## src/sv/groove_nearest_quantizer_unit_macros.svh

```systemverilog
// ----------------------------------------------------------------------------
// Groove quantizer assertion macros
// Shared assertion shorthands for the groove quantizer blocks.
// ----------------------------------------------------------------------------
`ifndef GROOVE_NEAREST_QUANTIZER_UNIT_MACROS_SVH
`define GROOVE_NEAREST_QUANTIZER_UNIT_MACROS_SVH

// Same-cycle implication, disabled while reset is asserted.
`define GNQ_ASSERT_IMPL(lbl, clk, rstn, ante, cons, msg) \
    lbl: assert property (@(posedge clk) disable iff (!(rstn)) (ante) |-> (cons)) \
        else $error(msg);

// Next-cycle implication, disabled while reset is asserted.
`define GNQ_ASSERT_NEXT(lbl, clk, rstn, ante, cons, msg) \
    lbl: assert property (@(posedge clk) disable iff (!(rstn)) (ante) |=> (cons)) \
        else $error(msg);

`endif

```

## src/sv/gnq_ram.sv

```systemverilog
// ----------------------------------------------------------------------------
// Generic RAM
// Single write port, single read port, registered read data.
// ----------------------------------------------------------------------------
module gnq_ram #(
    parameter int WIDTH  = 8,
    parameter int DEPTH  = 16,
    parameter int ADDR_W = (DEPTH > 1) ? $clog2(DEPTH) : 1
) (
    input  logic              aclk,
    input  logic              we,
    input  logic [ADDR_W-1:0] waddr,
    input  logic [WIDTH-1:0]  wdata,
    input  logic [ADDR_W-1:0] raddr,
    output logic [WIDTH-1:0]  rdata
);

    logic [WIDTH-1:0] mem [DEPTH];

    always_ff @(posedge aclk) begin
        if (we) begin
            mem[waddr] <= wdata;
        end
        rdata <= mem[raddr];
    end

endmodule

```

## config.mk

```make
export PLATFORM = sky130hd
export DESIGN_NAME = gnq_ram
export DESIGN_NICKNAME = d
export VERILOG_FILES = /design/src/sv/groove_nearest_quantizer_unit_macros.svh /design/src/sv/gnq_ram.sv
export SDC_FILE = /design/constraint.sdc
export NUM_CORES = 1
export LEC_CHECK = 0
export BUFFER_PORTS_ARGS = -buffer_cell sky130_fd_sc_hd__buf_2
export CAP_MARGIN = 5
export CORE_MARGIN = 2
export CORE_UTILIZATION = 50
export DETAILED_ROUTE_END_ITERATION = 16
export GPL_TIMING_DRIVEN = 0
export PLACE_DENSITY = 0.7
export SLEW_MARGIN = 20
export SYNTH_ARGS = -nofsm -noshare
export SYNTH_HDL_FRONTEND = slang
export SYNTH_SLANG_ARGS = --single-unit
```

## constraint.sdc

```tcl
create_clock -name aclk -period 4.55 [get_ports aclk]
set_clock_uncertainty 0.2 [all_clocks]
set_input_delay 0.2275 -clock aclk [delete_from_list [all_inputs] [get_ports aclk]]
set_output_delay 0.2275 -clock aclk [all_outputs]
set_load 0.03 [all_outputs]
```

* After elaboration in Yosys (flattened, before gate mapping)
Memory sizes are Yosys's and may differ from the RTL's. A register that Yosys moved wholly into a read port is not among the register bits. Index checks and enable logic that the tools add are counted.
Storage, ports and cells: register bits 0, RAM bits 128, output and inout bits 8, memories kept 1
Memories:
- mem | depth 16, width 8, read ports 1, clocked after memory_dff 1, wr ports 1, line gnq_ram.sv:18 | logic [WIDTH-1:0] mem [DEPTH];
Cells by class: multiplexer cells 2
Operators with widths (count):
- two-way mux 1 bit | 2

* Depth between registers and ports, before layout
word-level depth 2, gate-level depth with buffers 5

* Worst setup path before layout
No wires, ideal clock.
path kind in2reg, start point input waddr[2], end point memory mem[0][0], enable pin, library setup time 383 ps, arrival time 1337 ps, slack 2630 ps, stages on the path 2, cells stage by stage or3b_2 -> nor3_1
RTL lines:
- start, declared | line gnq_ram.sv:12 | input logic [ADDR_W-1:0] waddr,
- end, declared | line gnq_ram.sv:18
No word-level cell before the write port.

==> flow_summary.json <==
{
  "cts_tree": "yes",
  "cpPeakStageDelay_ns": 0.52,
  "fin_crit_sh_pct": 38.87,
  "min_from": "raddr[0]",
  "ys_ff_latch": 136,
  "crit_fanout": 10,
  "synth-async-reset-ratio_pct": 0,
  "muxShareOfSynthArea_pct": 15.02,
  "dr_total_vias": 2378,
  "antenna_left": 0,
  "cp.required_ns": 4.74,
  "numPortBuffers": 24,
  "finalHoldViolCount": 0,
  "rsz0062_at_grt": "false",
  "track_usage_pct": 19.15,
  "cap_viol_max_count": 0,
  "rows": 37,
  "r2r_cells": 3,
  "cts_root_buffer": "clkbuf_8",
  "first_pass_iters": 4,
  "leakagePower_nw": 2.062,
  "synth_fa_ha_area_share_pct": 0,
  "dieArea_mm2": 0.01112,
  "fin_crit_ns": 1.768,
  "holdCritPathClass": "in2reg",
  "avgSynthCellArea_um2": 22.48,
  "grt_pass1_wl_um": 14790,
  "pre_cts_ws_ns": 2.419,
  "drv_slew": 0,
  "crit_chain": "dlygate4sd3_1 > buf_2 > buf_2 > mux4_2 > a22oi_1 > nand2_1",
  "synth_edf_count": 128,
  "die_w_um": 105.5,
  "htree_num_levels": 4,
  "synthTopCellsByCount": "128 x edfxtp_1, 18 x mux4_2, 16 x a22oi_1, 14 x mux4_1, 13 x nor2_1",
  "p_per_area_mw_per_mm2": 473.8,
  "finalSetupViolCount": 0,
  "numCtsBuffers": 17,
  "slew_headroom_pct": 45.60,
  "fmax_ghz": 0.5655,
  "cts_buffer_depth": 2,
  "worst_setup_path_end_kind": "flip-flop",
  "n_antenna_cell": 0,
  "fin_nets": 299,
  "antenna_found_initial": 0,
  "min_path_cells": 4,
  "synth_compound_area_share_pct": 2.333,
  "yosysTopAreaCellShare_pct": 74.67,
  "die_h_um": 105.5,
  "remaining_drc_errors": 0,
  "ys_warn_count": 0,
  "cp_top_family": "buffers and inverters",
  "cp-start-kind": "input port",
  "synth.most_common_cell": "edfxtp_1",
  "ff2ff_setup_slack_ns": 2.89,
  "cts_setup_buffers": 0,
  "reg2reg_to": "rdata[0]$_DFF_P_",
  "cts_resized": 0,
  "yosys.area.top_type": "edfxtp_1",
  "synth_top_family_by_area": "multiplexers",
  "setup_tns_ns": 0,
  "synthesis.nets": 247,
  "drive_above_1_share_pct": 29.25,
  "holdBufCountCts": 9,
  "synth_xor_area_share_pct": 0,
  "grt_pass1_vias": 2442,
  "gp_congestion": 0.7041,
  "crit_slowest_cell": "dlygate4sd3_1",
  "wl_um": 9559,
  "r2r_start": "mem[5][0]$_DFFE_PP_",
  "viasPerCell": 5.530,
  "grt_max_degree": 17,
  "cp_num_buf_inv": 3,
  "wire_per_inst_um": 22.23,
  "peakVddDrop_mv": 0.2207,
  "layout_setup_ws_ns": 2.782,
  "hold_end": "rdata[7]$_DFF_P_",
  "clock-sinks": 136,
  "status": "complete, no violations",
  "cp_data_arrival_time_ns": 1.96,
  "ys_top_cells_by_area": "edfxtp_1 75%, mux4_2 7.9%, mux4_1 7.1%",
  "critPathKind": "in2reg",
  "syn_inst": 229,
  "cts.clk_slew.worst_paths_ns": 0.06,
  "crit_path_frequent_cell": "buf_2",
  "ys_types": 19,
  "synth_area_mm2": 0.005147,
  "synth_flop_cell": "edfxtp_1",
  "insertion_delay_ns": 0.51,
  "dp_hpwl_um": 5846,
  "tightest_slew_ns": 0.8130,
  "synthSimpleGateAreaFrac_pct": 3.184,
  "area.growth.synth_to_final_pct": 19.28,
  "core_area_mm2": 0.01014,
  "synth_seq_area_share_pct": 77.78,
  "start_util_pct": 50.77,
  "io_pins": 26,
  "drt_first_iter_violations": 200,
  "grt-ovfl-total": 0,
  "crit_start": "raddr[1]"
}
-- worst reg2reg max path, cell delays in order (launching register included) --
cell	delay (ns)
edfxtp_1	0.37
mux4_1	0.57
a22oi_1	0.31
nand2_1	0.10
-- worst max-delay path by stage --
stage | to | slack, ns | cells past startpoint
2_1_floorplan | mem[0][0]$_DFFE_PP_ | 2.63 | 2
3_3_place_gp | mem[0][4]$_DFFE_PP_ | 2.05 | 3
3_5_place_dp | mem[1][2]$_DFFE_PP_ | 2.42 | 3
4_1_cts | rdata[7]$_DFF_P_ | 2.73 | 6
5_1_grt | rdata[7]$_DFF_P_ | 2.74 | 6
6_report | rdata[7]$_DFF_P_ | 2.78 | 6
-- cell type report --
class	instances	area, um2
clock buffer	18	417.9
sequential	136	4004
timing repair buffer	33	210.2
clock inverter	14	173.9
tap	136	170.2
buffer	10	86.33
fill	696	3999
multi-input combinational	83	1077
-- per-stage QoR --
| stage | util, % | total power [mW] | instances | hold slack, ns | area [um2] |
|---|---|---|---|---|---|
| 2_1_floorplan | - | 1.520 | 229 | 0.1264 | 5147 |
| 3_3_place_gp | 53.63 | 1.575 | 389 | 0.4194 | 5438 |
| 3_5_place_dp | 53.83 | 1.582 | 389 | 0.4312 | 5458 |
| 4_1_cts | 60.56 | 2.927 | 430 | 0.007183 | 6140 |
| 5_1_grt | 60.56 | 2.991 | 430 | 0.02488 | 6140 |
| 6_report | 60.56 | 2.909 | 430 | 0.01836 | 6140 |
-- kinds of logic (layout without fill, tap and decap cells) --
group,count (synthesis),after routing
flops,136,136
mux,32,32
buf+inv,10,75
compound gates,16,16
simple gates,35,35
-- state kept, by name, summed over array words and instances (netlist names) --
| name | flops |
|---|---|
| mem | 128 |
| rdata | 8 |
-- routing by layer --
layer,wire [um],track usage [%],part of all wire (%),up-vias
met5,0,0,0,-
met4,182,7.524,1.9,0
met3,675,5.133,7.1,10
met2,4739,27.51,50,85
met1,3961,28.29,41,1204
li1,-,-,-,1079
-- cells in the final DEF, fill, tap and decap left out --
| cell type | n |
|---|---|
| nor2_1 | 13 |
| clkbuf_16 | 16 |
| buf_6 | 3 |
| inv_6 | 3 |
| a22oi_1 | 16 |
| clkinv_1 | 2 |
| nand3b_1 | 2 |
| and2b_1 | 1 |
| bufinv_16 | 3 |
| dlygate4sd3_1 | 9 |
| mux4_2 | 18 |
| nand2_1 | 9 |
| nand3_1 | 1 |
| edfxtp_1 | 128 |
| clkdlybuf4s25_2 | 3 |
| buf_4 | 1 |
| clkinv_4 | 4 |
| buf_2 | 27 |
| dfxtp_1 | 8 |
| nor2b_1 | 1 |
| clkbuf_8 | 1 |
| clkinvlp_4 | 2 |
| nor3_2 | 4 |
| nand2b_1 | 2 |
| clkbuf_1 | 1 |
| or3b_2 | 1 |
| mux4_1 | 14 |
| and2_1 | 1 |
-- where the power goes --
| group | internal [mW] | switching, mW | leakage, nW |
|---|---|---|---|
| clock | 0.838 | 0.510 | 0.281 |
| sequential | 1.40 | 0.00634 | 1.22 |
| combinational | 0.0609 | 0.0921 | 0.557 |
| total | 2.30 | 0.609 | 2.06 |
(Power assumes the default switching activity.)
