File: config.mk
export PLATFORM = sky130hd
export DESIGN_NAME = gnq_datapath
export DESIGN_NICKNAME = d
export VERILOG_FILES = /design/src/sv/groove_nearest_quantizer_unit_macros.svh /design/src/sv/gnq_pkg.sv /design/src/sv/gnq_datapath.sv
export SDC_FILE = /design/constraint.sdc
export NUM_CORES = 2
export LEC_CHECK = 0
export BUFFER_PORTS_ARGS = -buffer_cell sky130_fd_sc_hd__buf_2
export CORE_MARGIN = 2
export CORE_UTILIZATION = 62
export CTS_BUF_LIST = sky130_fd_sc_hd__clkbuf_4 sky130_fd_sc_hd__clkbuf_8
export DETAILED_ROUTE_END_ITERATION = 10
export PLACE_DENSITY = 0.88
export SETUP_SLACK_MARGIN = 0.1
export SLEW_MARGIN = 30
export SYNTH_ARGS = -nofsm -noshare
export SYNTH_HDL_FRONTEND = slang
export SYNTH_SLANG_ARGS = --single-unit
File: constraint.sdc
create_clock -name aclk -period 16.65 [get_ports aclk]
set_input_delay 0.8325 -clock aclk [delete_from_list [all_inputs] [get_ports aclk]]
set_output_delay 0.8325 -clock aclk [all_outputs]
set_load 0.02 [all_outputs]
File: src/sv/groove_nearest_quantizer_unit_macros.svh
// ----------------------------------------------------------------------------
// Groove quantizer assertion macros
// Shared assertion shorthands for the groove quantizer blocks.
// ----------------------------------------------------------------------------
`ifndef GROOVE_NEAREST_QUANTIZER_UNIT_MACROS_SVH
`define GROOVE_NEAREST_QUANTIZER_UNIT_MACROS_SVH

// Same-cycle implication, disabled while reset is asserted.
`define GNQ_ASSERT_IMPL(lbl, clk, rstn, ante, cons, msg) \
    lbl: assert property (@(posedge clk) disable iff (!(rstn)) (ante) |-> (cons)) \
        else $error(msg);

// Next-cycle implication, disabled while reset is asserted.
`define GNQ_ASSERT_NEXT(lbl, clk, rstn, ante, cons, msg) \
    lbl: assert property (@(posedge clk) disable iff (!(rstn)) (ante) |=> (cons)) \
        else $error(msg);

`endif

File: src/sv/gnq_pkg.sv
// ----------------------------------------------------------------------------
// Groove quantizer package
// Sizes, codes and shared types of the groove quantizer.
// ----------------------------------------------------------------------------
package gnq_pkg;

    // Groove table geometry.
    localparam int GNQ_DEPTH   = 64;
    localparam int GNQ_ADDR_W  = (GNQ_DEPTH > 1) ? $clog2(GNQ_DEPTH) : 1;
    localparam int GNQ_CNT_W   = $clog2(GNQ_DEPTH + 1);
    localparam int GNQ_COUNT_W = 7;
    localparam int GNQ_LIM_W   = (GNQ_CNT_W > GNQ_COUNT_W) ? GNQ_CNT_W : GNQ_COUNT_W;

    // Field widths.
    localparam int GNQ_POS_W      = 32;
    localparam int GNQ_AMP_W      = 17;
    localparam int GNQ_STRENGTH_W = 17;
    localparam int GNQ_WINDOW_W   = 31;
    localparam int GNQ_INDEX_W    = 6;
    localparam int GNQ_VEL_W      = 7;
    localparam int GNQ_ENTRY_W    = 1 + GNQ_AMP_W + GNQ_POS_W;
    localparam int GNQ_CFG_IDX_W  = 8;
    localparam int GNQ_CFG_DATA_W = 32;

    // Strength is an unsigned Q1.16 factor.
    localparam int GNQ_STRENGTH_FRAC = 16;

    // Datapath widths.
    localparam int GNQ_DIST_W = GNQ_POS_W + 1;
    localparam int GNQ_MULA_W = GNQ_DIST_W + 1;
    localparam int GNQ_MULB_W = GNQ_STRENGTH_W + 1;
    localparam int GNQ_PROD_W = GNQ_MULA_W + GNQ_MULB_W;

    localparam logic [GNQ_STRENGTH_W-1:0] GNQ_STRENGTH_RESET = 17'd65536;
    localparam logic [GNQ_VEL_W-1:0]      GNQ_VEL_MAX        = 7'd127;

    // Item action codes.
    localparam logic GNQ_ACT_WRITE = 1'b0;
    localparam logic GNQ_ACT_QUERY = 1'b1;

    // Configuration register indexes.
    localparam logic [GNQ_CFG_IDX_W-1:0] GNQ_REG_STRENGTH     = 8'd0;
    localparam logic [GNQ_CFG_IDX_W-1:0] GNQ_REG_GROOVE_COUNT = 8'd1;

    typedef enum logic [2:0] {
        ST_IDLE,
        ST_SCAN,
        ST_LAST,
        ST_MUL_PULL,
        ST_MUL_VEL,
        ST_FINISH
    } gnq_state_t;

    // Sequencer commands to the datapath.
    typedef struct packed {
        logic start;
        logic cmp_en;
        logic mul_en;
        logic mul_vel;
        logic np_load;
        logic finish;
    } gnq_ctrl_t;

    typedef struct packed {
        logic                        matched;
        logic signed [GNQ_POS_W-1:0] new_position;
        logic [GNQ_VEL_W-1:0]        velocity;
        logic                        velocity_valid;
    } gnq_result_t;

endpackage

File: src/sv/gnq_datapath.sv
// ----------------------------------------------------------------------------
// Groove quantizer datapath
// Distance compare unit, shared multiplier and result arithmetic.
// ----------------------------------------------------------------------------
module gnq_datapath (
    input  logic                                  aclk,
    input  gnq_pkg::gnq_ctrl_t                    ctrl,
    input  logic signed [gnq_pkg::GNQ_POS_W-1:0]  s_note_position,
    input  logic [gnq_pkg::GNQ_WINDOW_W-1:0]      s_window,
    input  logic [gnq_pkg::GNQ_STRENGTH_W-1:0]    strength,
    input  logic [gnq_pkg::GNQ_ENTRY_W-1:0]       rd_data,
    output gnq_pkg::gnq_result_t                  result
);
    import gnq_pkg::*;

    localparam int PULL_W = GNQ_PROD_W - GNQ_STRENGTH_FRAC;
    localparam int NP_W   = PULL_W + 1;
    localparam int P_W    = GNQ_AMP_W + GNQ_STRENGTH_W;
    localparam int P255_W = P_W + 8;
    localparam int VQ_W   = P255_W - 33;

    logic signed [GNQ_POS_W-1:0]  note_reg;
    logic [GNQ_DIST_W-1:0]        min_abs_reg;
    logic signed [GNQ_DIST_W-1:0] best_dist_reg;
    logic [GNQ_AMP_W-1:0]         best_amp_reg;
    logic                         best_has_reg;
    logic                         found_reg;
    logic signed [GNQ_PROD_W-1:0] prod_reg;
    logic signed [GNQ_POS_W-1:0]  np_reg;

    logic signed [GNQ_POS_W-1:0]  ent_pos;
    logic [GNQ_AMP_W-1:0]         ent_amp;
    logic                         ent_has;
    logic signed [GNQ_DIST_W-1:0] diff;
    logic [GNQ_DIST_W-1:0]        dist_abs;
    logic                         closer;

    logic signed [GNQ_MULA_W-1:0] mul_a;
    logic signed [GNQ_MULB_W-1:0] mul_b;
    logic signed [GNQ_PROD_W-1:0] prod_biased;
    logic signed [PULL_W-1:0]     pull;
    logic signed [NP_W-1:0]       np_wide;
    logic signed [GNQ_POS_W-1:0]  np_sat;
    logic [P_W-1:0]               prod_p;
    logic [P255_W-1:0]            p255;
    logic [VQ_W-1:0]              vel_q;

    assign ent_pos = rd_data[GNQ_POS_W-1:0];
    assign ent_amp = rd_data[GNQ_POS_W +: GNQ_AMP_W];
    assign ent_has = rd_data[GNQ_ENTRY_W-1];

    // Distance compare unit: strict less-than keeps the first of equal entries.
    assign diff     = GNQ_DIST_W'(note_reg) - GNQ_DIST_W'(ent_pos);
    assign dist_abs = diff[GNQ_DIST_W-1] ? GNQ_DIST_W'(-diff) : GNQ_DIST_W'(diff);
    assign closer   = dist_abs < min_abs_reg;

    // Shared multiplier: signed pull product first, then amplitude times strength.
    assign mul_a = ctrl.mul_vel ? GNQ_MULA_W'(signed'({1'b0, best_amp_reg}))
                                : GNQ_MULA_W'(best_dist_reg);
    assign mul_b = GNQ_MULB_W'(signed'({1'b0, strength}));

    // Division by 2^16 rounding toward zero: bias negative products first.
    assign prod_biased = prod_reg[GNQ_PROD_W-1]
                         ? prod_reg + GNQ_PROD_W'((1 << GNQ_STRENGTH_FRAC) - 1)
                         : prod_reg;
    assign pull    = prod_biased[GNQ_PROD_W-1:GNQ_STRENGTH_FRAC];
    assign np_wide = NP_W'(note_reg) - NP_W'(pull);

    always_comb begin
        if (np_wide > NP_W'(signed'({1'b0, {(GNQ_POS_W-1){1'b1}}}))) begin
            np_sat = {1'b0, {(GNQ_POS_W-1){1'b1}}};
        end else if (np_wide < NP_W'(signed'({1'b1, {(GNQ_POS_W-1){1'b0}}}))) begin
            np_sat = {1'b1, {(GNQ_POS_W-1){1'b0}}};
        end else begin
            np_sat = np_wide[GNQ_POS_W-1:0];
        end
    end

    // Times 127.5 over 2^32 is times 255 over 2^33.
    assign prod_p = prod_reg[P_W-1:0];
    assign p255   = {prod_p, 8'd0} - P255_W'(prod_p);
    assign vel_q  = p255[P255_W-1:33];

    always_comb begin
        result                = '0;
        result.matched        = found_reg;
        if (found_reg) begin
            result.new_position = np_reg;
            if (best_has_reg) begin
                result.velocity_valid = 1'b1;
                result.velocity = (vel_q > VQ_W'(GNQ_VEL_MAX)) ? GNQ_VEL_MAX
                                                               : vel_q[GNQ_VEL_W-1:0];
            end
        end
    end

    always_ff @(posedge aclk) begin
        if (ctrl.start) begin
            note_reg    <= s_note_position;
            min_abs_reg <= GNQ_DIST_W'(s_window);
            found_reg   <= 1'b0;
        end else if (ctrl.cmp_en && closer) begin
            min_abs_reg   <= dist_abs;
            best_dist_reg <= diff;
            best_amp_reg  <= ent_amp;
            best_has_reg  <= ent_has;
            found_reg     <= 1'b1;
        end
        if (ctrl.mul_en) begin
            prod_reg <= mul_a * mul_b;
        end
        if (ctrl.np_load) begin
            np_reg <= np_sat;
        end
    end

endmodule

Word-level counts from Yosys, hierarchy flattened:

Index checks and enable logic that the tools add are counted.

* add/sub/neg operators: 5
* multiply operators: 1
* magnitude comparators: 4
* mux-type cells: 9
* bitwise operators: 1
* reduce and logical (&&, ||, !) cells: 3

Operators by type and width (count)
* $mux W31: 2
* $add A52 B17 Y52 const B: 1
* $mul A34 B18 Y52: 1
* $mux W52: 1
* $sub A42 B34 Y42: 1
* $mux W40: 1
* $gt A37 B32 Y1 const B: 1
* $lt A37 B32 Y1 const B: 1
* $sub A32 B36 Y37: 1
* $mux W34: 1
* $lt A33 B33 Y1: 1
* $mux W33: 1
* $neg A33 Y33: 1
* $sub A32 B32 Y33: 1
* $mux W32: 1
* $gt A9 B7 Y1 const B: 1
* $mux W8: 1
* $mux W7: 1
* $reduce_and A2 Y1: 1
* $reduce_bool A2 Y1: 1
* $logic_and A1 B1 Y1: 1
* $not A1 Y1: 1

* register bits: 201
* output and inout bits: 41
* logic and storage cells: 32

Longest topological paths before layout:

* depth in word-level cells: 7
* depth in mapped cells: 27
* gate-level depth less buffers: 25

Worst setup path before layout:

OpenSTA, ideal clock, no wires.

* path kind: input to register
* start point: input port ctrl[2] (netlist name)
* end point: register prod_reg[39] (data pin)
* setup time: 0.265 ns
* arrival time: 7.390 ns
* path slack: 8.995 ns
* cell stages on the path: 27
* cell sequence: clkbuf_1 > mux2_2 > clkbuf_1 > nand2_1 > fa_1 > inv_1 > fa_1 > inv_1 > fa_1 > inv_1 > fa_1 > fa_1 > inv_1 > fa_1 > inv_1 > ha_1 > clkbuf_1 > a21oi_1 > o21ai_0 > o221a_2 > nor2_1 > a21oi_1 > o31ai_1 > o21ai_0 > a311oi_1 > o21ai_0 > xor2_1

* longest elaborated chain between the ends: 2

Ends and longest elaborated chain
* from (decl): line gnq_datapath.sv:7 `input gnq_pkg::gnq_ctrl_t ctrl,`
* $mux W34: line gnq_datapath.sv:58 `assign mul_a = ctrl.mul_vel ? GNQ_MULA_W'(signed'({1'b0, best_amp_reg}))`
* $mul A34 B18 Y52: line gnq_datapath.sv:110 `prod_reg <= mul_a * mul_b;`
* to (signal assigned): line gnq_datapath.sv:110
* to (decl): line gnq_datapath.sv:28 `logic signed [GNQ_PROD_W-1:0] prod_reg;`

No other way between the ends.
A chain may end at the register's enable or synchronous reset.

Final worst setup path:

* start point: input port ctrl[2] (netlist name)
* end point: register prod_reg[50] (data pin)

The elaborated chain is that of the path after synthesis.

==> summary.txt <==
Clock tree
  – Root buffer cell: clkbuf_8
  – Clock latency on the worst-skew pair: 0.58 ns
  – Post_cts resized: 0
  – CTS Hold Bufs: 0
  – H-tree Lvls: 2
  – Clk pin slew, worst setup/hold paths: 0.07 ns
  – Clock buffer depth: 3
  – Clock sink total: 201
  – CTS Buf Count: 35
  – TritonCTS clock tree: built
  – Setup bufs post-CTS: 0

Critical path
  – Reg2reg path depth: 22
  – Origin of the critical flop-to-flop path: best_dist_reg[18]
  – Slowest stage delay, CP: 0.98 ns
  – CP startpoint: ctrl[2]
  – Required time of the critical path: 17.00 ns
  – Worst path slowest cell: a2111oi_1
  – Worst Path Arrival: 9.29 ns
  – Peak fanout along the critical path: 33
  – Critical-path cell list: buf_2 -> mux2_2 -> and2_1 -> fa_1 -> inv_1 -> fa_1 -> fa_1 -> inv_1 -> fa_1 -> fa_1 -> inv_1 -> fa_1 -> inv_1 -> ha_1 -> nand2_1 -> nor2_1 -> o2111ai_1 -> a2111oi_1 -> o2111ai_1 -> a211oi_1 -> o31a_1 -> a21o_1 -> a21oi_1 -> xnor2_1
  – Register-to-register setup slack: 8.31 ns
  – Setup CP Type: input port to register
  – CP dominant cell by count: fa_1
  – Reg2reg end: prod_reg[50]
  – CP Capture Type: register
  – Startpoint types: input port

Synthesis
  – Most frequent cell after synthesis: inv_1
  – Post-synth EDFFs: 198
  – Share of the synthesized area in the top cell type: 31.6%
  – Synth warn: 0
  – Post-synth ARST share: 0%
  – Synth Flop Type: edfxtp_1
  – Count of state elements after synthesis: 201
  – Net Count, Synth: 4,646
  – Top post-synthesis cells by area: fa_1, edfxtp_1, ha_1
  – Register area share after synthesis: 17.5%
  – Avg Inst Size Synth: 9.22 um2
  – Count of cell types in the netlist: 95
  – Post-synth top cells: inv_1, fa_1, nand2_1, ha_1, and2_1
  – Synthesized instance count: 3,719
  – Yosys top cell by area: fa_1
  – Mapped Area: 34,300 um2

Outcome
  – Status: finished with violations
  – Failing checks: DRC

Final layout
  – Final #Nets: 4,727
  – Largest register FFs: 52
  – Area grow syn2layout: 6.13%
  – Ratio of cells with drive above 1 in the final layout: 8.96%
  – FILL cells: 4,158

Min path
  – Hold EP: note_reg[2]
  – Critical hold path startpoint: s_note_position[2]
  – Hold Path Class: input port to register
  – Hold Path Depth: 1

Floorplanning
  – Die area: 57,200 um2
  – Core area: 54,900 um2
  – Starting Density: 62.5%
  – # IOs: 178
  – Die height: 239 um
  – Die Wd: 239 um
  – Num rows: 86

Placement
  – Placer congestion estimate: 0.998
  – Dpl hpwl: 72,000 um
  – Number of port buffers: 176

GRT
  – Number of global-route vias before repair: 28,174
  – Met2 GRT Util: 54.0%
  – Met1 Use GR: 42.8%
  – Gr usage total: 33.3%
  – First-pass GRT wire length: 147,000 um
  – Initial antenna violation count: 4
  – Met3 Resource Use GR: 6.54%
  – Total grt overflow: 0
  – Pin count of the biggest net entering global routing: 73
  – Global routing's busiest layer: met2

STA
  – Pins over their slew limit: 0
  – Setup TNS: 0 ns
  – Least-Margin Pin Slew: 1.06 ns
  – Clk_skew: 0.0374 ns
  – Final min period: 8.94 ns
  – Slew HR: 29.2%
  – Final period utilization: 53.7%
  – Final Hold Vio Count: 0
  – Final setup fails: 0
  – Unrepaired setup endpoints after global routing: no
  – F_max: 112 MHz

Drt
  – Drt first pass iters: 9
  – Post-DR vias/cell: 6.01
  – First DRT Iteration DRCs: 2,501
  – DR WL/cell: 20.5 um
  – WL final: 93,000 um
  – Post-detailed-route count of antenna-violating nets: 0
  – DR vias: 27,236
  – DRC: 2

Job
  – Max-cap viol count: 0
-- stage by stage --
step	hold WS (ns)	util (%)	cells	area (um2)	setup WS [ns]
after floorplan	0.462	-	3719	34300	8.99
after global placement	0.478	64.8	4467	35600	7.26
after detailed placement	0.490	64.8	4467	35600	7.32
after CTS	0.405	66.3	4530	36400	7.89
after global routing	0.417	66.3	4530	36400	7.48
final	0.434	66.3	4532	36400	7.71
-- worst max-delay path by stage --
stage / cells past startpoint / slack [ns] / endpoint
after global routing: 24 / 7.48 / prod_reg[50]
after detailed placement: 24 / 7.32 / prod_reg[50]
after floorplan: 27 / 8.99 / prod_reg[39]
final: 24 / 7.71 / prod_reg[50]
after CTS: 24 / 7.89 / prod_reg[50]
after global placement: 24 / 7.26 / prod_reg[50]
-- area by class of cell --
| cell class | instances | area (um2) | share of cell area [%] |
|---|---|---|---|
| Clock buffer | 43 | 554 | 1.52 |
| Inverter | 762 | 2860 | 7.86 |
| Timing Repair Buffer | 189 | 981 | 2.70 |
| Sequential cell | 201 | 6010 | 16.5 |
| Tap cell | 704 | 881 | 2.42 |
| Multi-Input combinational cell | 2611 | 24900 | 68.4 |
| Clock inverter | 20 | 226 | 0.622 |
| Antenna cell | 2 | 5.00 | 0.0138 |
-- layer usage --
layer	routed length, um	vias up
met5	13	-
met4	4990	2
met3	9890	375
met2	43200	1502
met1	34900	13351
li1	-	12006
-- placed cells by master (no fill, tap or decap), drive strengths merged, types with 7 or more instances in the layout --
| master | n |
|---|---|
| o21bai | 15 |
| nor3 | 28 |
| a21oi | 149 |
| buf | 189 |
| xnor2 | 124 |
| nor2 | 90 |
| a2111oi | 11 |
| clkinv | 12 |
| and3 | 22 |
| a21o | 83 |
| nand3 | 51 |
| clkbuf | 43 |
| o21ai | 118 |
| and2 | 224 |
| o41ai | 7 |
| fa | 542 |
| nand4 | 35 |
| nand2b | 22 |
| xor2 | 47 |
| nor4 | 11 |
| nor2b | 49 |
| a221oi | 7 |
| inv | 763 |
| or3 | 10 |
| nand2 | 482 |
| a211oi | 12 |
| o211ai | 17 |
| a31oi | 27 |
| ha | 248 |
| mux2 | 46 |
| edfxtp | 198 |
| o31ai | 12 |
| o21a | 23 |
-- critical path, delay by kind of cell --
| kind | cells | cell delay, ns |
|---|---|---|
| simple gates | 3 | 0.59 |
| buf+inv | 5 | 0.88 |
| xor+xnor | 1 | 0.29 |
| compound gates | 7 | 2.57 |
| fa+ha+maj | 7 | 3.44 |
| mux | 1 | 0.65 |
-- kinds of logic after synthesis --
family          share of synthesized area (%)
fa+ha+maj                                40.7
compound gates                           10.3
flops                                    17.5
simple gates                             15.2
xor+xnor                                 4.47
mux                                      1.60
buf+inv                                  10.1
Power is left out: the tool's default activity adds up to more than one toggle a clock period on the data nets, which glitch-free logic cannot reach.
