===== src/sv/groove_nearest_quantizer_unit_macros.svh =====
// ----------------------------------------------------------------------------
// Groove quantizer assertion macros
// Shared assertion shorthands for the groove quantizer blocks.
// ----------------------------------------------------------------------------
`ifndef GROOVE_NEAREST_QUANTIZER_UNIT_MACROS_SVH
`define GROOVE_NEAREST_QUANTIZER_UNIT_MACROS_SVH

// Same-cycle implication, disabled while reset is asserted.
`define GNQ_ASSERT_IMPL(lbl, clk, rstn, ante, cons, msg) \
    lbl: assert property (@(posedge clk) disable iff (!(rstn)) (ante) |-> (cons)) \
        else $error(msg);

// Next-cycle implication, disabled while reset is asserted.
`define GNQ_ASSERT_NEXT(lbl, clk, rstn, ante, cons, msg) \
    lbl: assert property (@(posedge clk) disable iff (!(rstn)) (ante) |=> (cons)) \
        else $error(msg);

`endif


===== src/sv/gnq_pkg.sv =====
// ----------------------------------------------------------------------------
// Groove quantizer package
// Sizes, codes and shared types of the groove quantizer.
// ----------------------------------------------------------------------------
package gnq_pkg;

    // Groove table geometry.
    localparam int GNQ_DEPTH   = 64;
    localparam int GNQ_ADDR_W  = (GNQ_DEPTH > 1) ? $clog2(GNQ_DEPTH) : 1;
    localparam int GNQ_CNT_W   = $clog2(GNQ_DEPTH + 1);
    localparam int GNQ_COUNT_W = 7;
    localparam int GNQ_LIM_W   = (GNQ_CNT_W > GNQ_COUNT_W) ? GNQ_CNT_W : GNQ_COUNT_W;

    // Field widths.
    localparam int GNQ_POS_W      = 32;
    localparam int GNQ_AMP_W      = 17;
    localparam int GNQ_STRENGTH_W = 17;
    localparam int GNQ_WINDOW_W   = 31;
    localparam int GNQ_INDEX_W    = 6;
    localparam int GNQ_VEL_W      = 7;
    localparam int GNQ_ENTRY_W    = 1 + GNQ_AMP_W + GNQ_POS_W;
    localparam int GNQ_CFG_IDX_W  = 8;
    localparam int GNQ_CFG_DATA_W = 32;

    // Strength is an unsigned Q1.16 factor.
    localparam int GNQ_STRENGTH_FRAC = 16;

    // Datapath widths.
    localparam int GNQ_DIST_W = GNQ_POS_W + 1;
    localparam int GNQ_MULA_W = GNQ_DIST_W + 1;
    localparam int GNQ_MULB_W = GNQ_STRENGTH_W + 1;
    localparam int GNQ_PROD_W = GNQ_MULA_W + GNQ_MULB_W;

    localparam logic [GNQ_STRENGTH_W-1:0] GNQ_STRENGTH_RESET = 17'd65536;
    localparam logic [GNQ_VEL_W-1:0]      GNQ_VEL_MAX        = 7'd127;

    // Item action codes.
    localparam logic GNQ_ACT_WRITE = 1'b0;
    localparam logic GNQ_ACT_QUERY = 1'b1;

    // Configuration register indexes.
    localparam logic [GNQ_CFG_IDX_W-1:0] GNQ_REG_STRENGTH     = 8'd0;
    localparam logic [GNQ_CFG_IDX_W-1:0] GNQ_REG_GROOVE_COUNT = 8'd1;

    typedef enum logic [2:0] {
        ST_IDLE,
        ST_SCAN,
        ST_LAST,
        ST_MUL_PULL,
        ST_MUL_VEL,
        ST_FINISH
    } gnq_state_t;

    // Sequencer commands to the datapath.
    typedef struct packed {
        logic start;
        logic cmp_en;
        logic mul_en;
        logic mul_vel;
        logic np_load;
        logic finish;
    } gnq_ctrl_t;

    typedef struct packed {
        logic                        matched;
        logic signed [GNQ_POS_W-1:0] new_position;
        logic [GNQ_VEL_W-1:0]        velocity;
        logic                        velocity_valid;
    } gnq_result_t;

endpackage


===== src/sv/gnq_ctrl.sv =====
// ----------------------------------------------------------------------------
// Groove quantizer sequencer
// Walks one transaction through table scan, two multiplies and result load; writes go straight to result load.
// ----------------------------------------------------------------------------
`include "groove_nearest_quantizer_unit_macros.svh"

module gnq_ctrl (
    input  logic                               aclk,
    input  logic                               aresetn,
    input  logic                               s_valid,
    input  logic                               s_action,
    input  logic [gnq_pkg::GNQ_COUNT_W-1:0]    groove_count,
    input  logic                               out_free,
    output logic                               s_ready,
    output logic [gnq_pkg::GNQ_ADDR_W-1:0]     rd_addr,
    output gnq_pkg::gnq_ctrl_t                 ctrl
);
    import gnq_pkg::*;

    gnq_state_t             state_reg, state_next;
    logic [GNQ_CNT_W-1:0]   cnt_reg, cnt_next;
    logic                   rd_pend_reg, rd_pend_next;
    logic [GNQ_LIM_W-1:0]   count_ext;
    logic [GNQ_CNT_W-1:0]   limit;
    logic [GNQ_CNT_W-1:0]   cnt_inc;
    logic                   accept;

    // Counts above the table depth scan the whole table.
    assign count_ext = GNQ_LIM_W'(groove_count);
    assign limit     = (count_ext > GNQ_LIM_W'(GNQ_DEPTH)) ? GNQ_CNT_W'(GNQ_DEPTH)
                                                          : count_ext[GNQ_CNT_W-1:0];
    assign cnt_inc   = cnt_reg + GNQ_CNT_W'(1);
    assign accept    = s_valid && s_ready;

    always_comb begin
        state_next   = state_reg;
        cnt_next     = cnt_reg;
        rd_pend_next = 1'b0;
        case (state_reg)
            ST_IDLE: begin
                cnt_next = '0;
                if (accept) begin
                    if (s_action == GNQ_ACT_QUERY && limit != '0) begin
                        state_next = ST_SCAN;
                    end else begin
                        state_next = ST_FINISH;
                    end
                end
            end
            ST_SCAN: begin
                rd_pend_next = 1'b1;
                cnt_next     = cnt_inc;
                if (cnt_inc == limit) begin
                    state_next = ST_LAST;
                end
            end
            ST_LAST:     state_next = ST_MUL_PULL;
            ST_MUL_PULL: state_next = ST_MUL_VEL;
            ST_MUL_VEL:  state_next = ST_FINISH;
            ST_FINISH: begin
                if (out_free) begin
                    state_next = ST_IDLE;
                end
            end
            default:     state_next = ST_IDLE;
        endcase
    end

    always_comb begin
        s_ready      = 1'b0;
        ctrl         = '0;
        ctrl.start   = accept;
        ctrl.cmp_en  = rd_pend_reg;
        case (state_reg)
            ST_IDLE:     s_ready = 1'b1;
            ST_MUL_PULL: ctrl.mul_en = 1'b1;
            ST_MUL_VEL: begin
                ctrl.mul_en  = 1'b1;
                ctrl.mul_vel = 1'b1;
                ctrl.np_load = 1'b1;
            end
            ST_FINISH:   ctrl.finish = 1'b1;
            default:     s_ready = 1'b0;
        endcase
    end

    assign rd_addr = cnt_reg[GNQ_ADDR_W-1:0];

    always_ff @(posedge aclk) begin
        if (!aresetn) begin
            state_reg   <= ST_IDLE;
            cnt_reg     <= '0;
            rd_pend_reg <= 1'b0;
        end else begin
            state_reg   <= state_next;
            cnt_reg     <= cnt_next;
            rd_pend_reg <= rd_pend_next;
        end
    end

    `GNQ_ASSERT_IMPL(a_scan_in_range, aclk, aresetn, state_reg == ST_SCAN, cnt_reg < limit, "scan address beyond table limit")
    `GNQ_ASSERT_IMPL(a_cmp_after_scan, aclk, aresetn, rd_pend_reg, $past(state_reg) == ST_SCAN, "compare without a scan read")
    `GNQ_ASSERT_NEXT(a_accept_busy, aclk, aresetn, accept, state_reg != ST_IDLE, "sequencer stayed idle after a transaction")

endmodule


===== config.mk =====
export PLATFORM = sky130hd
export DESIGN_NAME = gnq_ctrl
export DESIGN_NICKNAME = d
export VERILOG_FILES = /design/src/sv/gnq_pkg.sv /design/src/sv/gnq_ctrl.sv
export VERILOG_INCLUDE_DIRS = /design/src /design/src/sv
export SDC_FILE = /design/constraint.sdc
export NUM_CORES = 1
export LEC_CHECK = 0
export ABC_AREA = 0
export BUFFER_PORTS_ARGS = -buffer_cell sky130_fd_sc_hd__clkbuf_2
export CORE_ASPECT_RATIO = 0.6
export CORE_MARGIN = 4
export CORE_UTILIZATION = 40
export CTS_CLUSTER_DIAMETER = 100
export DETAILED_ROUTE_END_ITERATION = 7
export SYNTH_ARGS = -nofsm -noshare
export SYNTH_HDL_FRONTEND = slang
export SYNTH_SLANG_ARGS = --single-unit

===== constraint.sdc =====
create_clock -name aclk -period 2.1 [get_ports aclk]
set_input_delay 0.42 -clock aclk [delete_from_list [all_inputs] [get_ports aclk]]
set_output_delay 0.42 -clock aclk [all_outputs]
set_load 0.1 [all_outputs]

==> Yosys cells after proc, flatten, opt, wreduce, memory -nomap -nowiden <==
Cells that the tools add are included.
{ "classes": {"n_lt_le_gt_ge": 1, "eq_ne": 9, "mux": 12, "n_addsub": 1, "n_reduce_logical": 7} }
{ "ops": {"columns": ["cell", "count"], "rows": [
  ["3-bit case mux with 6 select lines", 1],
  ["7-bit case mux with 2 select lines", 1],
  ["3-bit 2-to-1 mux", 4],
  ["7-bit by 1-bit adder with 7-bit output, second input constant", 1],
  ["7-bit == test", 1],
  ["7-bit > comparator, second input constant", 1],
  ["7-bit 2-to-1 mux", 1],
  ["7-bit nonzero test", 1],
  ["3-bit by 2-bit == test with 1-bit output, second input constant", 2],
  ["3-bit == test, second input constant", 2],
  ["2-bit inequality test, second input constant", 3],
  ["1-bit 2-to-1 mux", 4],
  ["3-bit by 1-bit == test with 1-bit output, second input constant", 1],
  ["3-bit logical NOT", 1],
  ["3-bit AND reduction", 1],
  ["1-bit logical AND", 2],
  ["2-bit 2-to-1 mux", 1],
  ["2-bit nonzero test", 1],
  ["2-bit OR reduction", 1]
]} }
{ "word_totals": {"out_inout_bits": 13, "regBits": 11, "wordCells": 33, "in_bits": 12} }

==> Logic depth before layout (Yosys ltp) <==
Gate-level depths: netlist of run 1.
{ "logic_depth": {"ltp_word": 7, "depth_mapped": 7, "depth_no_buf": 7} }

==> Least setup slack after synthesis of run 1 <==
OpenSTA, ideal clock, no wires.
{ "synth_path": {"path_type": "register to output", "from": "register state_reg[0]", "to": "output port ctrl[3] in the netlist's numbering", "path_buffers": 1, "setup_slack_ns": -0.964, "t_arrival_ns": 2.644, "required_time_ns": 1.680, "path_stages_with_launch": 3, "cell_sequence": "dfxtp_1 -> clkbuf_1 -> o21ai_0"} }
{ "synth_lines": {"columns": ["element", "line", "text"], "rows": [
  ["from (decl)", "gnq_ctrl.sv:20", "gnq_state_t state_reg, state_next;"],
  ["from (signal assigned)", "gnq_ctrl.sv:95", "state_reg <= state_next;"],
  ["to (decl)", "gnq_ctrl.sv:16", "output gnq_pkg::gnq_ctrl_t ctrl"]
]} }

==> Final worst setup path of run 1 <==
{ "layout_path": {"from": "register cnt_reg[0]", "to": "register state_reg[0]"} }
{ "layout_between": {"elab_chain_cells": 4} }
{ "layout_lines": {"columns": ["element", "line", "text"], "rows": [
  ["from (decl)", "gnq_ctrl.sv:21", "logic [GNQ_CNT_W-1:0] cnt_reg, cnt_next;"],
  ["from (signal assigned)", "gnq_ctrl.sv:96", "cnt_reg <= cnt_next;"],
  ["7-bit by 1-bit adder with 7-bit output", "gnq_ctrl.sv:32", "assign cnt_inc = cnt_reg + GNQ_CNT_W'(1);"],
  ["7-bit == test", "gnq_ctrl.sv:53", "if (cnt_inc == limit) begin"],
  ["2-bit inequality test (no line)", null, null],
  ["3-bit AND reduction (no line)", null, null]
]} }
Every way passes these cells.
A chain may end at the register's enable or synchronous reset.

==> flow_metrics.env, run 1 <==
export IMPL_die_w_um=69.65
export IMPL_rsz0062_at_grt="no"
export IMPL_ys_flop_type="dfxtp_1"
export IMPL_grt_pass1_wl_um=3374
export IMPL_max_clock_path_buffers=2
export IMPL_nets=145
export IMPL_top_layer_used="met4"
export IMPL_grt_pass1_vias=752
export IMPL_cp_start_kind="register"
export IMPL_wl_met1_um=1042
export IMPL_grt_ovfl_total=0
export IMPL_cts_repair_resized=0
export IMPL_syn_area_per_cell_um2=7.665
export IMPL_num_rows=13
export IMPL_path_clk_slew_ns=0.05
export IMPL_dieArea_um2=3134
export IMPL_fmax_ghz=0.5136
export IMPL_async_reset_ff_share_pct=0
export IMPL_drive_gt1_share_pct=27.48
export IMPL_finalSetupTns_ns=0
export IMPL_fin_crit_ns=1.947
export IMPL_netlist_area_um2=912.1
export IMPL_first_pass_iters=4
export IMPL_portBuffers=24
export IMPL_postRouteAntennaNets=0
export IMPL_r2r_end="state_reg[0]"
export IMPL_viasPerCell=5.087
export IMPL_htreeDepth=1
export IMPL_rrSetupSlack_ns=0.15
export IMPL_r2r_start="cnt_reg[0]"
export IMPL_cp_slowest_cell="dfxtp_1"
export IMPL_route_met2_wl_um=820
export IMPL_io_pins=25
export IMPL_cts_setup_buffers=0
export IMPL_yosys_warnings=0
export IMPL_hpwl_um=1625
export IMPL_min_to="cnt_reg[1]"
export IMPL_syn2layout_area_growth_pct=13.72
export IMPL_vias=819
export IMPL_period_share_pct=92.72
export IMPL_cp_max_fo=9
export IMPL_largest_reg_flops=7
export IMPL_path_cells="ha_1 > xnor2_1 > or3_1 > a31oi_1 > o21ai_2 > o31ai_1 > a21oi_1"
export IMPL_gp_congestion=0.8010
export IMPL_core_area_um2=2163
export IMPL_cts_sinks=11
export IMPL_yosysSeqAreaShare_pct=24.14
export IMPL_grt_max_degree=15
export IMPL_hold_depth=2
export IMPL_ctsRootBufferMaster="clkbuf_8"
export IMPL_hold_slack_ns=0.5037
export IMPL_status="completed"
export IMPL_hold_viol_final=0
export IMPL_setup_viol=0
export IMPL_start_util_pct=42.16
export IMPL_powerDensity_nw_per_um2=652.4
export IMPL_min_from="cnt_reg[1]"
export IMPL_ys_types=42
export IMPL_fill_cells=211
export IMPL_yosys_register_bits=11
export IMPL_r2r_cells=7
export IMPL_worst_pin_slew_ns=0.5406
export IMPL_cts_hold_buf=0
export IMPL_cts_buffers=3
export IMPL_antennaDiodeCount=0
export IMPL_grt_util_all_layers_pct=14.33
export IMPL_cp_end_kind="register"
export IMPL_max_slew_margin_pct=64.11
export IMPL_die_h_um=44.99
export IMPL_vdd_drop_max_mv=0.4042
export IMPL_min_path_type="register to register"
export IMPL_maxSlewViolCount=0
export IMPL_critPathMaxStageDelay_ns=0.46
export IMPL_synthCells=119
export IMPL_fin_ws_ns=0.1528
export IMPL_met3WireLength_um=135
export IMPL_syn_nets=132
export IMPL_maxCapViolations=0
export IMPL_cts_tree="built"
export IMPL_dp_slack_ns=0.1876
export IMPL_drc=0
export IMPL_antenna_found_initial=0
export IMPL_drt_iter0_drc=46
export IMPL_required_ns=2.22
export IMPL_totalWireLength_um=2056
export IMPL_arrival_ns=2.06
export IMPL_synth_edff_count=0
export IMPL_fin_worst_skew_ns=0.002707
export IMPL_critPathKind="register to register"
export IMPL_post_drt_wl_per_cell_um=12.77
export IMPL_insertion_delay_ns=0.24
export IMPL_p_leak_nw=0.4479
-- final cells by class --
class | instances | area, µm² | share of cell area, %
Clock buffer | 4 | 45.04 | 4.343
Sequential cell | 11 | 220.2 | 21.23
Inverter | 3 | 11.26 | 1.086
Multi-Input combinational cell | 89 | 593.1 | 57.18
Timing Repair Buffer | 24 | 130.1 | 12.55
Tap cell | 30 | 37.54 | 3.619
-- critical path: cells and delay by family (launching register included) --
kind / cells / cell delay (ns)
simple gates: 1 / 0.36
fa+ha+maj: 1 / 0.30
xor+xnor: 1 / 0.14
compound gates: 4 / 0.57
flops: 1 / 0.46
-- metal layers --
layer,GRT usage (%),vias to the layer above
met3,6.222,6
li1,-,433
met1,17.95,361
met5,0,-
met4,8.779,0
met2,20.64,19
-- report_power, final --
| part | total (mW) | internal, mW | switching [mW] |
|---|---|---|---|
| Clock | 0.214 | 0.133 | 0.0802 |
| Combinational | 0.229 | 0.0576 | 0.172 |
| Sequential | 0.234 | 0.217 | 0.0166 |
| Total | 0.677 | 0.408 | 0.268 |
-- cell usage after synthesis, drive strengths merged (4+ instances only) --
master	instances	share of area [%]
buf	12	9.2
nand2	13	5.4
a21oi	6	3.3
nor2	10	4.1
nor3	4	2.2
nand3	4	3.6
xnor2	5	4.8
clkbuf	4	1.8
nor2b	7	4.8
dfxtp	11	24
o21ai	4	2.6
-- per-stage QoR --
step,cells,utilization [%],power [mW],cell area [µm²]
global route,161,47.95,0.7097,1037
floorplan,119,-,0.4297,919.6
global placement,157,45.63,0.4645,987.2
detailed placement,157,45.63,0.4670,987.2
CTS,161,47.72,0.6784,1032
finish,161,47.95,0.6767,1037
-- how the worst max path moves through the flow --
stage	from	to	slack, ns	cells past startpoint
5_1_grt	cnt_reg[0]	state_reg[0]	0.03	7
4_1_cts	cnt_reg[0]	state_reg[0]	0.17	7
3_5_place_dp	cnt_reg[0]	state_reg[0]	0.19	7
6_report	cnt_reg[0]	state_reg[0]	0.15	7
3_3_place_gp	cnt_reg[0]	state_reg[0]	0.20	7
2_1_floorplan	state_reg[0]	ctrl[3]	-0.23	2
-- cell families after synthesis --
group	share of synthesized area [%]
flops	24.14
mux	3.429
compound gates	19.89
buf+inv	12.21
simple gates	30.73
fa+ha+maj	1.372
xor+xnor	8.230
-- placed cells by master (no fill, tap or decap), types with 2 or more instances in the layout --
cell type and count:
a21boi_0 2, a21oi_1 6, a22oi_1 2, a31oi_1 2, and3_1 3, buf_4 4, clkbuf_2 20, clkbuf_8 3
dfxtp_1 11, inv_1 3, mux2i_1 2, nand2_1 13, nand3_1 2, nor2_1 7, nor2_2 3, nor2b_1 7
nor3_1 4, nor3b_1 3, o21ai_0 2, o2bb2ai_1 2, o31ai_1 3, xnor2_1 5
Power figures use the tool's default switching activity.
==> run 2: changes to the inputs <==
Settings changed: ABC_AREA 0 to 1, CELL_PAD_IN_SITES_DETAIL_PLACEMENT set to 1, CELL_PAD_IN_SITES_GLOBAL_PLACEMENT set to 1, CORE_UTILIZATION 40 to 33, PLACE_DENSITY_LB_ADDON set to 0.1.
==> run 2 against run 1 <==
  * Power rose by 92%
  * Fmax is essentially flat
  * Clock power hardly changed
  * Largest cell class unchanged
  * Highest routed layer unchanged
  * Utilization fell by 7.3 points
  * Critical endpoint is now ctrl[5]
  * Cell count is 24% higher
  * Critical path depth down 1
  * Clock skew about the same
  * Wire length is 18% higher
  * Die area up 13%
  * Sequential power rose by 18%
  * Combinational power increased to 3.6 times the previous value
==> flow_metrics.env, run 2 <==
export IMPL_status="completed"
export IMPL_insertion_delay_ns=0.24
export IMPL_nets=181
export IMPL_rsz0062_at_grt="no"
export IMPL_synth_top_cells_by_count="nand2_1, inv_1, nor2_1"
export IMPL_drt_iter0_drc=28
export IMPL_path_clk_slew_ns=0.05
export IMPL_maxCapViolations=0
export IMPL_vias=920
export IMPL_yosys_cell_count_top_type="nand2_1"
export IMPL_cts_buffers=3
export IMPL_cts_setup_buffers=0
export IMPL_cts_tree="built"
export IMPL_gp_congestion=0.8118
export IMPL_dp_slack_ns=0.3162
export IMPL_max_slew_margin_pct=60.98
export IMPL_die_w_um=74.08
export IMPL_hpwl_um=2091
export IMPL_io_pins=25
export IMPL_grt_pass1_vias=918
export IMPL_first_pass_iters=4
export IMPL_grt_max_degree=10
export IMPL_synthTopCellsByArea="dfxtp_1, nand2_1, inv_1"
export IMPL_yosys_register_bits=11
export IMPL_portBuffers=24
export IMPL_totalWireLength_um=2417
export IMPL_ys_types=20
export IMPL_die_h_um=47.65
export IMPL_ctsRootBufferMaster="clkbuf_8"
export IMPL_cp_max_fo=9
export IMPL_required_ns=1.68
export IMPL_final_util_pct=40.66
export IMPL_min_path_type="register to register"
export IMPL_yosys_warnings=0
export IMPL_cp_start_kind="register"
export IMPL_netlist_area_leader_share_pct=25.47
export IMPL_grt_util_all_layers_pct=15.95
export IMPL_dieArea_um2=3530
export IMPL_synthCells=149
export IMPL_cts_repair_resized=0
export IMPL_fin_ws_ns=0.1512
export IMPL_cts_sinks=11
export IMPL_async_reset_ff_share_pct=0
export IMPL_place_inst=195
export IMPL_fmax_ghz=0.5131
export IMPL_core_area_um2=2505
export IMPL_vdd_drop_max_mv=0.5792
export IMPL_p_leak_nw=0.5293
export IMPL_finalPower_mw=1.301
export IMPL_postRouteAntennaNets=0
export IMPL_syn2layout_area_growth_pct=17.80
export IMPL_final_common_cell="nand2_1"
export IMPL_ys_flop_type="dfxtp_1"
export IMPL_instances_no_fill=199
export IMPL_setup_viol=0
export IMPL_layout_common_cells="nand2_1, inv_1, clkbuf_2, nor2_1, nand3_1"
export IMPL_critPathKind="register to output port"
export IMPL_period_share_pct=92.80
export IMPL_fin_worst_skew_ns=0.002469
export IMPL_start_util_pct=34.52
export IMPL_synth_edff_count=0
export IMPL_finalSetupTns_ns=0
export IMPL_drive_gt1_share_pct=22.75
export IMPL_post_drt_wl_per_cell_um=12.15
export IMPL_htreeDepth=1
export IMPL_grt_pass1_wl_um=4112
export IMPL_yosysTopAreaCell="dfxtp_1"
export IMPL_yosysSeqAreaShare_pct=25.47
export IMPL_powerDensity_nw_per_um2=1278
export IMPL_fin_crit_ns=1.949
export IMPL_antennaDiodeCount=0
export IMPL_max_clock_path_buffers=2
export IMPL_viasPerCell=4.623
export IMPL_cp_end_kind="output port"
export IMPL_worst_pin_slew_ns=0.5832
export IMPL_drc=0
export IMPL_syn_nets=162
export IMPL_arrival_ns=1.53
export IMPL_num_rows=14
export IMPL_syn_area_per_cell_um2=5.803
export IMPL_netlist_area_um2=864.6
export IMPL_cts_hold_buf=0
export IMPL_maxSlewViolCount=0
export IMPL_grt_ovfl_total=0
export IMPL_hold_viol_final=0
export IMPL_antenna_found_initial=0
export IMPL_largest_reg_flops=7
[run 2: final timing paths]
path / start / slack [ns] / depth (start not counted) / to
setup reg to reg: cnt_reg[0] / 0.34 / 14 / state_reg[2]
hold reg to reg: cnt_reg[6] / 0.49 / 2 / cnt_reg[6]
hold / removal: cnt_reg[6] / 0.49 / 2 / cnt_reg[6]
setup / recovery: state_reg[1] / 0.15 / 6 / ctrl[5]
[run 2: final cells by class]
class                      instances  area (µm²)
clock buffer                       4       45.04
fill                             366        1486
inverter                          25       93.84
multi-input combinational        103       496.7
sequential                        11       220.2
tap                               32       40.04
timing repair buffer              24       122.6
[run 2: cell families after synthesis]
| family | after synthesis | share of synthesized area (%) |
|---|---|---|
| compound gates | 16 | 10.42 |
| xor+xnor | 2 | 2.026 |
| fa+ha+maj | 1 | 1.447 |
| buf+inv | 35 | 19.25 |
| flops | 11 | 25.47 |
| simple gates | 84 | 41.39 |
[run 2: critical path, cell delays in order (launching register included)]
cell and delay [ns]:
dfxtp_1 0.34, nor2_1 0.14, inv_2 0.12, nor2_4 0.10
inv_1 0.05, nor2_1 0.08, clkbuf_2 0.46
[run 2: metrics by stage]
| stage | hold slack [ns] | area (µm²) |
|---|---|---|
| finish | 0.4857 | 1018 |
| detailed placement | 0.4862 | 973.4 |
| global route | 0.4987 | 1018 |
| floorplan | 0.4582 | 883.3 |
| CTS | 0.4943 | 1018 |
| global placement | 0.4736 | 973.4 |
[run 2: routing by layer]
layer  vias to the layer above  global-route usage [%]  share of wire (%)
li1                        487                       -                  -
met1                       411                   21.19                 51
met2                        18                   23.06                 42
met3                         4                   6.709                5.3
met4                         0                   6.137                1.5
met5                         -                       0                  0
[run 2: power breakdown]
part	internal (mW)	switching, mW	total (mW)
combinational	0.147	0.667	0.814
clock	0.133	0.0780	0.211
sequential	0.241	0.0350	0.276
total	0.521	0.780	1.30
==> run 3: changes to the inputs <==
Settings changed: PLACE_DENSITY set to 0.79, PLACE_DENSITY_LB_ADDON 0.1 to not set.
==> run 3 against run 2 <==
  * Count of clock-buffer cells in the layout stayed put
  * Wire length rose by 9.5%
  * Cell count unchanged
  * Sequential share of layout area is 0.079 points lower
  * Hold slack worse by 0.0086 ns
  * Critical endpoint is now ctrl[3]
  * Largest cell class unchanged
  * Highest routed layer is now met3
==> flow_metrics.env, run 3 (same netlist as run 2, synthesis figures left out) <==
export IMPL_max_slew_margin_pct=59.69
export IMPL_wl_met1_um=1360
export IMPL_critPathKind="register to output port"
export IMPL_syn2layout_area_growth_pct=18.23
export IMPL_viasPerCell=4.593
export IMPL_ctsRootBufferMaster="clkbuf_8"
export IMPL_core_area_um2=2505
export IMPL_multi_input_area_um2=496.7
export IMPL_hold_viol_final=0
export IMPL_hold_slack_ns=0.4771
export IMPL_num_rows=14
export IMPL_insertion_delay_ns=0.24
export IMPL_drc=0
export IMPL_grt_max_degree=10
export IMPL_top_layer_used="met3"
export IMPL_instances_no_fill=199
export IMPL_min_path_type="primary input to register"
export IMPL_die_h_um=47.65
export IMPL_required_ns=1.68
export IMPL_maxCapViolations=0
export IMPL_fin_ws_ns=0.1125
export IMPL_powerDensity_nw_per_um2=1313
export IMPL_finalPower_mw=1.342
export IMPL_status="completed"
export IMPL_drt_iter0_drc=35
export IMPL_totalWireLength_um=2646
export IMPL_p_leak_nw=0.5303
export IMPL_first_pass_iters=4
export IMPL_postRouteAntennaNets=0
export IMPL_place_area_um2=973.4
export IMPL_route_met2_wl_um=1195
export IMPL_portBuffers=24
export IMPL_fill_cells=365
export IMPL_antenna_found_initial=0
export IMPL_cts_buffers=3
export IMPL_layout_common_cells="nand2_1, inv_1, clkbuf_2, nor2_1, nand3_1"
export IMPL_io_pins=25
export IMPL_met3WireLength_um=89
export IMPL_grt_ovfl_total=0
export IMPL_cts_tree="built"
export IMPL_htreeDepth=1
export IMPL_cts_setup_buffers=0
export IMPL_fmax_ghz=0.5031
export IMPL_period_share_pct=94.64
export IMPL_fin_worst_skew_ns=0.002595
export IMPL_maxSlewViolCount=0
export IMPL_largest_reg_flops=7
export IMPL_fin_area_um2=1022
export IMPL_drive_gt1_share_pct=22.75
export IMPL_hpwl_um=2154
export IMPL_worst_pin_slew_ns=0.6025
export IMPL_finalSetupTns_ns=0
export IMPL_vias=914
export IMPL_cts_hold_buf=0
export IMPL_dp_slack_ns=0.2901
export IMPL_grt_pass1_wl_um=4202
export IMPL_max_clock_path_buffers=2
export IMPL_post_drt_wl_per_cell_um=13.30
export IMPL_setup_viol=0
export IMPL_vdd_drop_max_mv=0.5818
export IMPL_die_w_um=74.08
export IMPL_regArea_um2=220.2
export IMPL_final_util_pct=40.81
export IMPL_final_common_cell="nand2_1"
export IMPL_rsz0062_at_grt="no"
export IMPL_grt_util_all_layers_pct=16.30
export IMPL_gp_congestion=0.8040
export IMPL_cts_sinks=11
export IMPL_nets=181
export IMPL_cp_start_kind="register"
export IMPL_fin_crit_ns=1.988
export IMPL_grt_pass1_vias=884
export IMPL_path_clk_slew_ns=0.05
export IMPL_place_inst=195
export IMPL_arrival_ns=1.57
export IMPL_antennaDiodeCount=0
export IMPL_cp_end_kind="output port"
export IMPL_dieArea_um2=3530
export IMPL_cp_max_fo=4
export IMPL_cts_repair_resized=0
export IMPL_start_util_pct=34.52
-- run 3: cell counts in the layout (fill, tap and decap cells not counted) --
Identical to the previous run, type by type.
-- run 3: final timing paths --
path                                    from            to  slack, ns  depth (start not counted)
worst min register to register    cnt_reg[4]    cnt_reg[4]       0.50                          2
worst max-delay path            state_reg[0]       ctrl[3]       0.11                          5
worst min-delay path                 aresetn    cnt_reg[0]       0.48                          3
worst max register to register    cnt_reg[0]  state_reg[2]       0.22                         14
-- run 3: report_power, final --
group | internal, mW | leakage (nW) | switching, mW | total, mW
clock network | 0.134 | 0.0228 | 0.0877 | 0.222
registers | 0.241 | 0.0896 | 0.0376 | 0.278
logic | 0.153 | 0.418 | 0.689 | 0.842
-- run 3: routing by layer --
layer | global-route usage, % | vias up
met5 | 0 | -
met3 | 5.031 | 0
met4 | 2.166 | 0
met1 | 23.11 | 417
met2 | 25.00 | 10
li1 | - | 487
-- run 3: final cells by class --
| type | instances | share of cell area (%) |
|---|---|---|
| Tap cell | 32 | 3.917 |
| Timing Repair Buffer | 24 | 12.36 |
| Multi-Input combinational cell | 103 | 48.59 |
| Sequential cell | 11 | 21.54 |
| Clock buffer | 4 | 4.406 |
| Inverter | 25 | 9.180 |
-- run 3: critical path, cell delays in order, from the launching register on --
cell and delay (ns):
dfxtp_1 0.43, inv_1 0.14, o21ai_0 0.24, inv_1 0.11, a21oi_2 0.16, buf_6 0.24
